==> src/rtl/ktmp_pkg.sv <==
package ktmp_pkg;

  localparam int K_MAX      = 16;
  localparam int PRICE_BITS = 16;
  localparam int PROFIT_W   = 20;
  localparam int HOLD_W     = PROFIT_W + 1;
  localparam int CFG_W      = 5;
  localparam int ARITH_W    = HOLD_W + 1;

  localparam int IDX_W = (K_MAX > 1) ? $clog2(K_MAX) : 1;
  localparam int CNT_W = $clog2(K_MAX + 1);
  localparam int CMP_W = (CFG_W > CNT_W) ? CFG_W : CNT_W;

  localparam logic [CFG_W-1:0]  CFG_RESET  = CFG_W'(2);
  localparam logic [HOLD_W-1:0] HOLD_RESET = {1'b1, {(HOLD_W-1){1'b0}}};

  localparam int PC_W = 2;
  localparam logic [PC_W-1:0] STEP_TAKE = 2'd0;
  localparam logic [PC_W-1:0] STEP_LOOP = 2'd1;
  localparam logic [PC_W-1:0] STEP_TEST = 2'd2;
  localparam logic [PC_W-1:0] STEP_EMIT = 2'd3;

  localparam logic [1:0] COND_NO_INPUT = 2'd0;
  localparam logic [1:0] COND_MORE     = 2'd1;
  localparam logic [1:0] COND_NOT_LAST = 2'd2;
  localparam logic [1:0] COND_OUT_BUSY = 2'd3;

  typedef struct packed {
    logic            accept;
    logic            upd;
    logic            sel_in;
    logic            emit;
    logic [1:0]      cond;
    logic [PC_W-1:0] target;
  } ctrl_t;

  function automatic ctrl_t ucode(input logic [PC_W-1:0] pc);
    ctrl_t w;
    w = '0;
    unique case (pc)
      STEP_TAKE: begin
        w.accept = 1'b1;
        w.upd    = 1'b1;
        w.sel_in = 1'b1;
        w.cond   = COND_NO_INPUT;
        w.target = STEP_TAKE;
      end
      STEP_LOOP: begin
        w.upd    = 1'b1;
        w.cond   = COND_MORE;
        w.target = STEP_LOOP;
      end
      STEP_TEST: begin
        w.cond   = COND_NOT_LAST;
        w.target = STEP_TAKE;
      end
      STEP_EMIT: begin
        w.emit   = 1'b1;
        w.cond   = COND_OUT_BUSY;
        w.target = STEP_EMIT;
      end
      default: w = '0;
    endcase
    return w;
  endfunction

endpackage

==> src/rtl/ktmp_ifs.sv <==
interface ktmp_in_if;
  logic                            valid;
  logic                            ready;
  logic [ktmp_pkg::PRICE_BITS-1:0] price;
  logic                            last_day;
  modport source (output valid, price, last_day, input ready);
  modport sink   (input valid, price, last_day, output ready);
endinterface

interface ktmp_out_if;
  logic                          valid;
  logic                          ready;
  logic [ktmp_pkg::PROFIT_W-1:0] best_profit;
  modport source (output valid, best_profit, input ready);
  modport sink   (input valid, best_profit, output ready);
endinterface

interface ktmp_cfg_if;
  logic                       valid;
  logic                       ready;
  logic [ktmp_pkg::CFG_W-1:0] data;
  modport source (output valid, data, input ready);
  modport sink   (input valid, data, output ready);
endinterface

==> src/rtl/k_transaction_max_profit.sv <==
// k-transaction stock profit engine
// in_word: one price word per day with a last_day flag; valid/ready handshake.
// out_word: one best_profit word after each word marked last_day.
// cfg_word: writes max_transactions (0..31, saturated to the table depth);
//   write only while the block is idle.
// a small microcode table sequences the work: a take step accepts the price and
//   updates transaction count 1, then a loop step updates each further count
//   in turn through a single add/compare datapath, then one decision step.
// the next price word is accepted only after the per-count update loop and the
//   decision step have run; a last_day word adds one emit step.
// the result for a last_day word is registered by that emit step.
// results sit in an output register; the next price is accepted while a
//   result waits, but a further result stalls the emit step until out_word
//   takes the pending one.
// reset (rst_n low, synchronous): all per-count state cleared, limit set
//   to 2, no result pending; state also clears after every last_day word.
module k_transaction_max_profit (
  input  logic           clk,
  input  logic           rst_n,
  ktmp_in_if.sink        in_word,
  ktmp_out_if.source     out_word,
  ktmp_cfg_if.sink       cfg_word
);

  logic [ktmp_pkg::PC_W-1:0]       pc_r, pc_nxt;
  logic [ktmp_pkg::CNT_W-1:0]      t_r, t_nxt;
  logic [ktmp_pkg::PRICE_BITS-1:0] price_r;
  logic                            last_r;
  logic [ktmp_pkg::PROFIT_W-1:0]   prev_r;
  logic [ktmp_pkg::PROFIT_W-1:0]   ans_r;
  logic [ktmp_pkg::PROFIT_W-1:0]   out_r;
  logic                            out_v_r;
  logic [ktmp_pkg::CFG_W-1:0]      kcfg_r;
  logic [ktmp_pkg::K_MAX-1:0]      vld_r;
  logic [ktmp_pkg::HOLD_W-1:0]     hold_r [ktmp_pkg::K_MAX];
  logic [ktmp_pkg::PROFIT_W-1:0]   idle_r [ktmp_pkg::K_MAX];

  ktmp_pkg::ctrl_t                 cw;
  logic                            take, upd, emit, busy, jump;
  logic [ktmp_pkg::CNT_W-1:0]      cur_t;
  logic [ktmp_pkg::IDX_W-1:0]      idx;
  logic [ktmp_pkg::PRICE_BITS-1:0] p;
  logic [ktmp_pkg::PROFIT_W-1:0]   prev;
  logic [ktmp_pkg::HOLD_W-1:0]     hold_rd;
  logic [ktmp_pkg::PROFIT_W-1:0]   idle_rd;
  logic signed [ktmp_pkg::ARITH_W-1:0] buy, hold_x, hold_new, sell;
  logic [ktmp_pkg::PROFIT_W-1:0]   idle_new;
  logic [ktmp_pkg::CMP_W-1:0]      k_ext, k_sat, cur_ext;

  assign cw   = ktmp_pkg::ucode(pc_r);
  assign busy = out_v_r & ~out_word.ready;
  assign take = cw.accept & in_word.valid;
  assign emit = cw.emit & ~busy;
  assign upd  = cw.sel_in ? take
              : (cw.upd & (t_r < ktmp_pkg::CNT_W'(ktmp_pkg::K_MAX)));

  assign cur_t = cw.sel_in ? '0 : t_r;
  assign idx   = cur_t[ktmp_pkg::IDX_W-1:0];
  assign p     = cw.sel_in ? in_word.price : price_r;
  assign prev  = cw.sel_in ? '0 : prev_r;

  assign hold_rd = vld_r[idx] ? hold_r[idx] : ktmp_pkg::HOLD_RESET;
  assign idle_rd = vld_r[idx] ? idle_r[idx] : '0;

  always_comb begin
    buy      = $signed(ktmp_pkg::ARITH_W'(prev)) - $signed(ktmp_pkg::ARITH_W'(p));
    hold_x   = ktmp_pkg::ARITH_W'($signed(hold_rd));
    hold_new = (buy > hold_x) ? buy : hold_x;
    sell     = hold_new + $signed(ktmp_pkg::ARITH_W'(p));
    idle_new = (sell > $signed(ktmp_pkg::ARITH_W'(idle_rd)))
             ? sell[ktmp_pkg::PROFIT_W-1:0] : idle_rd;
  end

  assign k_ext   = ktmp_pkg::CMP_W'(kcfg_r);
  assign k_sat   = (k_ext > ktmp_pkg::CMP_W'(ktmp_pkg::K_MAX))
                 ? ktmp_pkg::CMP_W'(ktmp_pkg::K_MAX) : k_ext;
  assign cur_ext = ktmp_pkg::CMP_W'(cur_t);

  always_comb begin
    unique case (cw.cond)
      ktmp_pkg::COND_NO_INPUT: jump = ~in_word.valid;
      ktmp_pkg::COND_MORE:     jump = t_r < ktmp_pkg::CNT_W'(ktmp_pkg::K_MAX - 1);
      ktmp_pkg::COND_NOT_LAST: jump = ~last_r;
      ktmp_pkg::COND_OUT_BUSY: jump = busy;
      default:                 jump = 1'b0;
    endcase
    pc_nxt = jump ? cw.target : pc_r + ktmp_pkg::PC_W'(1);
    t_nxt  = upd ? cur_t + ktmp_pkg::CNT_W'(1) : t_r;
  end

  always_ff @(posedge clk) begin
    if (!rst_n) begin
      pc_r    <= ktmp_pkg::STEP_TAKE;
      t_r     <= '0;
      out_v_r <= 1'b0;
      kcfg_r  <= ktmp_pkg::CFG_RESET;
      vld_r   <= '0;
    end else begin
      pc_r <= pc_nxt;
      t_r  <= t_nxt;
      if (cfg_word.valid) begin
        kcfg_r <= cfg_word.data;
      end
      if (emit) begin
        out_v_r <= 1'b1;
        vld_r   <= '0;
      end else begin
        if (out_word.ready) begin
          out_v_r <= 1'b0;
        end
        if (upd) begin
          vld_r[idx] <= 1'b1;
        end
      end
    end
  end

  always_ff @(posedge clk) begin
    if (take) begin
      price_r <= in_word.price;
      last_r  <= in_word.last_day;
    end
    if (upd) begin
      hold_r[idx] <= hold_new[ktmp_pkg::HOLD_W-1:0];
      idle_r[idx] <= idle_new;
      prev_r      <= idle_new;
      if (cur_ext == k_sat - ktmp_pkg::CMP_W'(1)) begin
        ans_r <= idle_new;
      end
    end
    if (emit) begin
      out_r <= (k_sat == '0) ? '0 : ans_r;
    end
  end

  assign in_word.ready        = cw.accept;
  assign cfg_word.ready       = 1'b1;
  assign out_word.valid       = out_v_r;
  assign out_word.best_profit = out_r;

endmodule

==> src/flat_wrapper.sv <==
// flat-port wrapper written by rule: the top's interface ports become plain ports
module k_transaction_max_profit_flat 
  (clk, rst_n, in_word_valid, in_word_price, in_word_last_day, in_word_ready, out_word_valid, out_word_best_profit, out_word_ready, cfg_word_valid, cfg_word_data, cfg_word_ready);
  ktmp_in_if in_word_i ();
  ktmp_out_if out_word_i ();
  ktmp_cfg_if cfg_word_i ();
  input  logic clk;
  input  logic rst_n;
  input wire logic [$bits(in_word_i.valid)-1:0] in_word_valid;
  input wire logic [$bits(in_word_i.price)-1:0] in_word_price;
  input wire logic [$bits(in_word_i.last_day)-1:0] in_word_last_day;
  output wire logic [$bits(in_word_i.ready)-1:0] in_word_ready;
  output wire logic [$bits(out_word_i.valid)-1:0] out_word_valid;
  output wire logic [$bits(out_word_i.best_profit)-1:0] out_word_best_profit;
  input wire logic [$bits(out_word_i.ready)-1:0] out_word_ready;
  input wire logic [$bits(cfg_word_i.valid)-1:0] cfg_word_valid;
  input wire logic [$bits(cfg_word_i.data)-1:0] cfg_word_data;
  output wire logic [$bits(cfg_word_i.ready)-1:0] cfg_word_ready;
  assign in_word_i.valid = in_word_valid;
  assign in_word_i.price = in_word_price;
  assign in_word_i.last_day = in_word_last_day;
  assign in_word_ready = in_word_i.ready;
  assign out_word_valid = out_word_i.valid;
  assign out_word_best_profit = out_word_i.best_profit;
  assign out_word_i.ready = out_word_ready;
  assign cfg_word_i.valid = cfg_word_valid;
  assign cfg_word_i.data = cfg_word_data;
  assign cfg_word_ready = cfg_word_i.ready;
  k_transaction_max_profit u_core (.clk(clk), .rst_n(rst_n), .in_word(in_word_i), .out_word(out_word_i), .cfg_word(cfg_word_i));
endmodule
==> config.mk <==
export PLATFORM = sky130hd
export DESIGN_NAME = k_transaction_max_profit_flat
export DESIGN_NICKNAME = d
export VERILOG_FILES = /design/src/rtl/ktmp_pkg.sv /design/src/rtl/ktmp_ifs.sv /design/src/rtl/k_transaction_max_profit.sv /design/src/flat_wrapper.sv
export SDC_FILE = /design/constraint.sdc
export NUM_CORES = 1
export LEC_CHECK = 0
export ABC_AREA = 1
export BUFFER_PORTS_ARGS = -buffer_cell sky130_fd_sc_hd__buf_4
export CAP_MARGIN = 30
export CORE_ASPECT_RATIO = 1.2
export CORE_MARGIN = 5
export CORE_UTILIZATION = 63
export DETAILED_ROUTE_END_ITERATION = 12
export HOLD_SLACK_MARGIN = 0.15
export PLACE_DENSITY = 0.8
export SYNTH_ARGS = -nofsm -noshare
export SYNTH_HDL_FRONTEND = slang
export SYNTH_SLANG_ARGS = --single-unit
==> constraint.sdc <==
create_clock -name clk -period 10.4 [get_ports clk]
set_input_delay 2.08 -clock clk [delete_from_list [all_inputs] [get_ports clk]]
set_output_delay 2.08 -clock clk [all_outputs]
set_load 0.01 [all_outputs]
Yosys cells after proc, flatten, opt, wreduce, memory -nomap -nowiden. Memory sizes are Yosys's and may differ from the RTL's. Index checks and enable logic that the tools add are counted.

Magnitude comparators: 7. Mux-type cells: 23. Bitwise gates (word level): 10. Reduce and logical (&&, ||, !) cells: 8. Add/sub/neg operators: 5. Eq/ne operators: 7.

Operators with widths (number): 20-bit two-way mux (3); 22-bit by 17-bit adder with 22-bit output (1); 22-bit by 21-bit greater-than comparator with 1-bit output (1); 22-bit two-way mux (1); 21-bit greater-than comparator (1); 21-bit two-way mux (1); 20-bit by 16-bit subtractor with 21-bit output (1); 16-bit two-way mux (1); 16-bit bitwise OR (1); 4-bit case mux with 4 select lines (1); 1-bit two-way mux (10); 5-bit two-way mux (2); 2-bit == test (second input constant) (4); 5-bit by 1-bit adder with 5-bit output (second input constant) (1); 5-bit == test (1); 5-bit greater-than comparator (second input constant) (1); 5-bit zero test (1); 4-bit by 5-bit < comparator with 1-bit output (second input constant) (1); 5-bit by 4-bit < comparator with 1-bit output (second input constant) (1); 5-bit < comparator (second input constant) (1); 1-bit inverter (5); 5-bit by 1-bit subtractor with 5-bit output (second input constant) (1); 1-bit AND (4); 1-bit binary-select mux with 4-bit select (1); 11 further kinds (14).

Memories: 2. Logic and storage cells: 72. Flip-flop bits (word level): 106. Bits in writable memories: 656. Bits of input ports: 27.

Memories: u_core.hold_r (depth 16, width 21, rd ports 1, clocked after Yosys merged registers in 0, write ports 1, line k_transaction_max_profit.sv:35) `logic [ktmp_pkg::HOLD_W-1:0] hold_r [ktmp_pkg::K_MAX];`; u_core.idle_r (depth 16, width 20, rd ports 1, clocked after Yosys merged registers in 0, write ports 1, line k_transaction_max_profit.sv:36) `logic [ktmp_pkg::PROFIT_W-1:0] idle_r [ktmp_pkg::K_MAX];`.

Depth between registers and ports, before layout.
Word-level depth: 11. Gate-level depth with buffers: 62. Depth with buffers taken out: 54.

Worst setup path after synthesis. Ideal clock, no wire load.

Kind: in2reg. From: input port in_word_price[0]. To: register u_core.ans_r[0] (netlist bit) (data pin). Required time: 10.071 ns. Stages on the path: 51. Path slack: 1.544 ns. Data arrival time: 8.527 ns. Cells stage by stage: nand2_1 nand2_1 ha_1 inv_1 fa_1 a21oi_1 nand2_1 nand2_1 inv_1 nand2_1 nand2_1 nand2_1 nand2_1 nand2_1 nand3_1 and2_1 ha_1 nand2_1 (+15 left out) nand2_1 nand2_1 nand2_1 nand2_1 nand2_1 nand3_1 xor2_1 ha_1 nand2_1 inv_1 nand4_1 nor2_2 nand3_1 nand3_1 nand3_1 buf_2 nand2_1 nand2_1.

Longest elaborated chain between the ends: 7.

RTL lines: start: declaration (line flat_wrapper.sv:10) `input wire logic [$bits(in_word_i.price)-1:0] in_word_price;`; 16-bit two-way mux * (line k_transaction_max_profit.sv:59) `assign p = cw.sel_in ? in_word.price : price_r;`; 20-bit by 16-bit subtractor with 21-bit output * (line k_transaction_max_profit.sv:66) `buy = $signed(ktmp_pkg::ARITH_W'(prev)) - $signed(ktmp_pkg::ARITH_W'(p));`; 21-bit greater-than comparator (line k_transaction_max_profit.sv:68) `hold_new = (buy > hold_x) ? buy : hold_x;`; 22-bit two-way mux * (line k_transaction_max_profit.sv:68); net u_core.hold_new (one bit) (line k_transaction_max_profit.sv:46) `logic signed [ktmp_pkg::ARITH_W-1:0] buy, hold_x, hold_new, sell;`; 22-bit by 17-bit adder with 22-bit output * (line k_transaction_max_profit.sv:69) `sell = hold_new + $signed(ktmp_pkg::ARITH_W'(p));`; 22-bit by 21-bit greater-than comparator with 1-bit output * (line k_transaction_max_profit.sv:70) `idle_new = (sell > $signed(ktmp_pkg::ARITH_W'(idle_rd)))`; 20-bit two-way mux * (line k_transaction_max_profit.sv:71) `? sell[ktmp_pkg::PROFIT_W-1:0] : idle_rd;`; net u_core.idle_new (one bit) (line k_transaction_max_profit.sv:47) `logic [ktmp_pkg::PROFIT_W-1:0] idle_new;`; end signal: assignment (line k_transaction_max_profit.sv:128) `ans_r <= idle_new;`; end: declaration (line k_transaction_max_profit.sv:30) `logic [ktmp_pkg::PROFIT_W-1:0] ans_r;`.

The timed path passes the listed nets; every way through them passes the cells marked *. A chain may end at the register's enable or synchronous reset.

Worst setup path in the final report.
From: register u_core.t_r[0] (netlist bit). To: memory u_core.idle_r[14][18] (netlist bit) (data pin).

Longest elaborated chain between the ends: 9.

RTL lines: start: declaration (line k_transaction_max_profit.sv:26) `logic [ktmp_pkg::CNT_W-1:0] t_r, t_nxt;`; start signal: assignment (line k_transaction_max_profit.sv:100) `t_r <= t_nxt;`; 5-bit two-way mux * (line k_transaction_max_profit.sv:57) `assign cur_t = cw.sel_in ? '0 : t_r;`; 1-bit binary-select mux with 4-bit select (line k_transaction_max_profit.sv:62) `assign hold_rd = vld_r[idx] ? hold_r[idx] : ktmp_pkg::HOLD_RESET;`; 1-bit two-way mux (implied by the code) (line k_transaction_max_profit.sv:62); 21-bit two-way mux * (line k_transaction_max_profit.sv:62); 21-bit greater-than comparator (line k_transaction_max_profit.sv:68); 22-bit two-way mux * (line k_transaction_max_profit.sv:68); net u_core.hold_new (one bit) (line k_transaction_max_profit.sv:46); 22-bit by 17-bit adder with 22-bit output * (line k_transaction_max_profit.sv:69); 22-bit by 21-bit greater-than comparator with 1-bit output (line k_transaction_max_profit.sv:70); 20-bit two-way mux * (line k_transaction_max_profit.sv:71); net u_core.idle_new (one bit) (line k_transaction_max_profit.sv:47); end: declaration (line k_transaction_max_profit.sv:36).

The timed path passes the listed nets; every way through them passes the cells marked *. The select of a mux whose other input is x is not followed.

==> summary.txt <==
Run status
  – Run status: finished clean

Timing
  – Tightest Pin Transition: 1.05 ns
  – Setup violations, final: 0
  – Min Hold Slack: 0.472 ns
  – Fmax: 0.104 GHz
  – Final Hold Viols: 0
  – Period minus WS final: 9.60 ns
  – Max Slew Vio Count: 0
  – Rel. slew slack: 0.301
  – Final Cycle Share: 0.923
  – RSZ-0062 raised after global routing: false
  – Final Skew: 0.0309 ns
  – Setup TNS: 0 ns

Worst setup path
  – Worst setup EP type: flip-flop
  – WP data required: 10.61 ns
  – Worst setup SP type: flip-flop
  – Most used cell along the critical path: nand2_1
  – Slowest library cell on the worst path: nor2_4
  – Kind of critical path: reg -> reg
  – CP Max Fanout: 36
  – CP peak stage delay: 0.82 ns
  – Worst EP arrival: 9.80 ns

Clock network
  – CTS buffer count: 73
  – CTS clk-pin slew, worst paths: 0.07 ns
  – CTS tree: done
  – CTS H-tree depth: 3
  – Maximum root-to-sink buffer count: 3
  – Post-CTS Hold Fix Bufs: 0
  – Clk_lat worst skew: 0.64 ns
  – Root Buffer: clkbuf_16
  – Clock Sinks: 762
  – Setup Fix Bufs, Post-CTS: 0
  – Post_cts resized: 0

Routing
  – M1 WL: 33400 um
  – Pre-antenna DRT Iters: 6
  – Highest routed layer: met4
  – Via density: 6.53
  – Routed Antenna Nets: 0
  – Via Count: 24000
  – Post-Route WL: 94300 um
  – DRC viols: 0
  – Iter 0 DRT Violations: 3480
  – Met2 wire len: 45200 um
  – Mean routed wirelength per cell: 25.6 um
  – Met3 wire len: 9290 um

Placed design
  – Gpl congestion: 1.05
  – Post-DP HPWL: 55200 um
  – Placed Cells: 3551
  – Port Buffers: 48

Logic synthesis
  – Synthesized area: 33400 um^2
  – Synth async-reset ratio: 0
  – Count leader, synth: edfxtp_1
  – Register bit total from synthesis: 762
  – Netlist cell types: 54
  – Syn Area/Cell: 11.6 um^2
  – Synth area leader: edfxtp_1
  – Cells after Synth: 2883
  – Yosys warns: 0
  – Share of the synthesized area in the top cell type: 0.659
  – Dominant synthesized flop cell: edfxtp_1
  – Commonest cells in the netlist: 733 x edfxtp_1, 691 x nand2_1, 297 x a21oi_1
  – Seq/Total Area, Yosys: 0.676
  – Synthesized Nets: 2990
  – Largest cells by area after synthesis: edfxtp_1 66%, nand2_1 7.8%, a21oi_1 4.4%
  – EDFF count, synth: 733

Global routing
  – Pin count of the biggest net entering global routing: 100
  – GRT Overall Usage: 0.320
  – Antenna violations before repair: 0
  – Global-route wire length before repair: 140000 um
  – Vias in the first global route: 23500
  – Remaining Overflow, GRT: 0

Floorplan
  – Initial core utilization: 0.637
  – I/O pin count: 50
  – Full die area: 57800 um^2
  – Core area: 52500 um^2
  – Die height: 262 um
  – Die width: 220 um
  – Cell Rows: 92

Layout
  – Sequential Area: 22600 um^2
  – Area occupied by multi-input gates: 9650 um^2
  – Post-route insts no fill: 3681
  – Fin nets: 3030
  – Share of layout cells above drive strength 1: 0.0948
  – Layout area overhead: 11.1%
  – Diode count: 0
  – Finished Core Util: 0.707
  – Fill count: 3549

Min path
  – Worst min path class: reg -> reg

Job
  – Maxcap violations: 0
per-stage QoR:
stage          worst slack, ns  area (um^2)
4_1_cts                  0.274        37100
2_1_floorplan             1.54        33400
3_5_place_dp           -0.0866        34700
5_1_grt                  0.138        37100
6_report                 0.804        37100
3_3_place_gp             0.376        34700
area by class of cell:
type	instances	share of cell area
Sequential cell	762	0.609
Clock inverter	38	0.0122
Inverter	175	0.0179
Tap cell	705	0.0238
Clock buffer	90	0.0521
Timing Repair Buffer	120	0.0252
Multi-Input combinational cell	1791	0.260
flip-flops by register name (all words and copies together), names as in the netlist:
signal / cells
u_core.out_word.best_profit: 20
u_core.prev_r: 20
u_core.price_r: 16
u_core.vld_r: 16
u_core.pc_r: 2
u_core.ans_r: 20
u_core.t_r: 5
u_core.k_ext: 5
u_core.hold_r: 336
u_core.idle_r: 320
u_core.last_r: 1
u_core.out_word.valid: 1
cells in the final DEF, fill, tap and decap left out, types with 4 or more instances in the layout:
| master | n |
|---|---|
| clkinv_2 | 13 |
| xor2_1 | 25 |
| a221oi_1 | 52 |
| xnor2_1 | 10 |
| edfxtp_1 | 733 |
| nand2_1 | 690 |
| inv_6 | 4 |
| o21ai_0 | 69 |
| o21bai_1 | 5 |
| o221ai_1 | 13 |
| clkbuf_16 | 75 |
| nor2_2 | 7 |
| or2_2 | 13 |
| nor4_1 | 4 |
| o31ai_1 | 14 |
| o21ai_1 | 10 |
| clkbuf_1 | 15 |
| buf_4 | 118 |
| o22ai_1 | 19 |
| nor2_4 | 18 |
| a32oi_1 | 31 |
| a22o_1 | 8 |
| nor3_1 | 22 |
| nand3_1 | 95 |
| nand4_1 | 35 |
| bufinv_16 | 10 |
| clkinv_1 | 11 |
| nor2_1 | 149 |
| or3_1 | 24 |
| a32o_1 | 16 |
| ha_1 | 77 |
| a21oi_1 | 297 |
| nand2_2 | 5 |
| and2_1 | 5 |
| a22oi_1 | 45 |
| dfxtp_1 | 29 |
| inv_1 | 167 |
critical path, delay by kind of cell (launching register included):
family,cells,cell delay [ns]
flip-flops,1,0.66
adder cells (fa/ha/maj),3,1.00
buffers and inverters,9,2.02
AND/OR/NAND/NOR,25,3.99
AO/OA/AOI/OAI,6,1.24
XOR/XNOR,1,0.20
path summary, 6_finish.rpt:
| kind | startpoint | to | slack, ns | cells past startpoint |
|---|---|---|---|---|
| setup / recovery | u_core.t_r[0] | u_core.idle_r[14][18] | 0.80 | 44 |
| hold / removal | u_core.vld_r[15] | u_core.vld_r[15] | 0.47 | 2 |
| setup reg to reg | u_core.t_r[0] | u_core.idle_r[14][18] | 0.80 | 44 |
| hold reg to reg | u_core.vld_r[15] | u_core.vld_r[15] | 0.47 | 2 |
per-layer routing:
metal  track usage  up-vias
li1              -    10500
met1         0.415    11600
met2         0.504     1582
met3        0.0622      352
met4         0.190        0
met5             0        -
cell families (layout without fill, tap and decap cells):
| logic type | Yosys count | after routing | share of synthesized area |
|---|---|---|---|
| flip-flops | 762 | 762 | 0.676 |
| AND/OR/NAND/NOR | 1079 | 1080 | 0.134 |
| XOR/XNOR | 35 | 35 | 0.00917 |
| AO/OA/AOI/OAI | 595 | 595 | 0.110 |
| buffers and inverters | 331 | 423 | 0.0400 |
| other | 1 | 1 | 0.000112 |
| adder cells (fa/ha/maj) | 80 | 80 | 0.0304 |
Power is left out: the tool's default activity adds up to more than one toggle a clock period on the data nets, which glitch-free logic cannot reach.
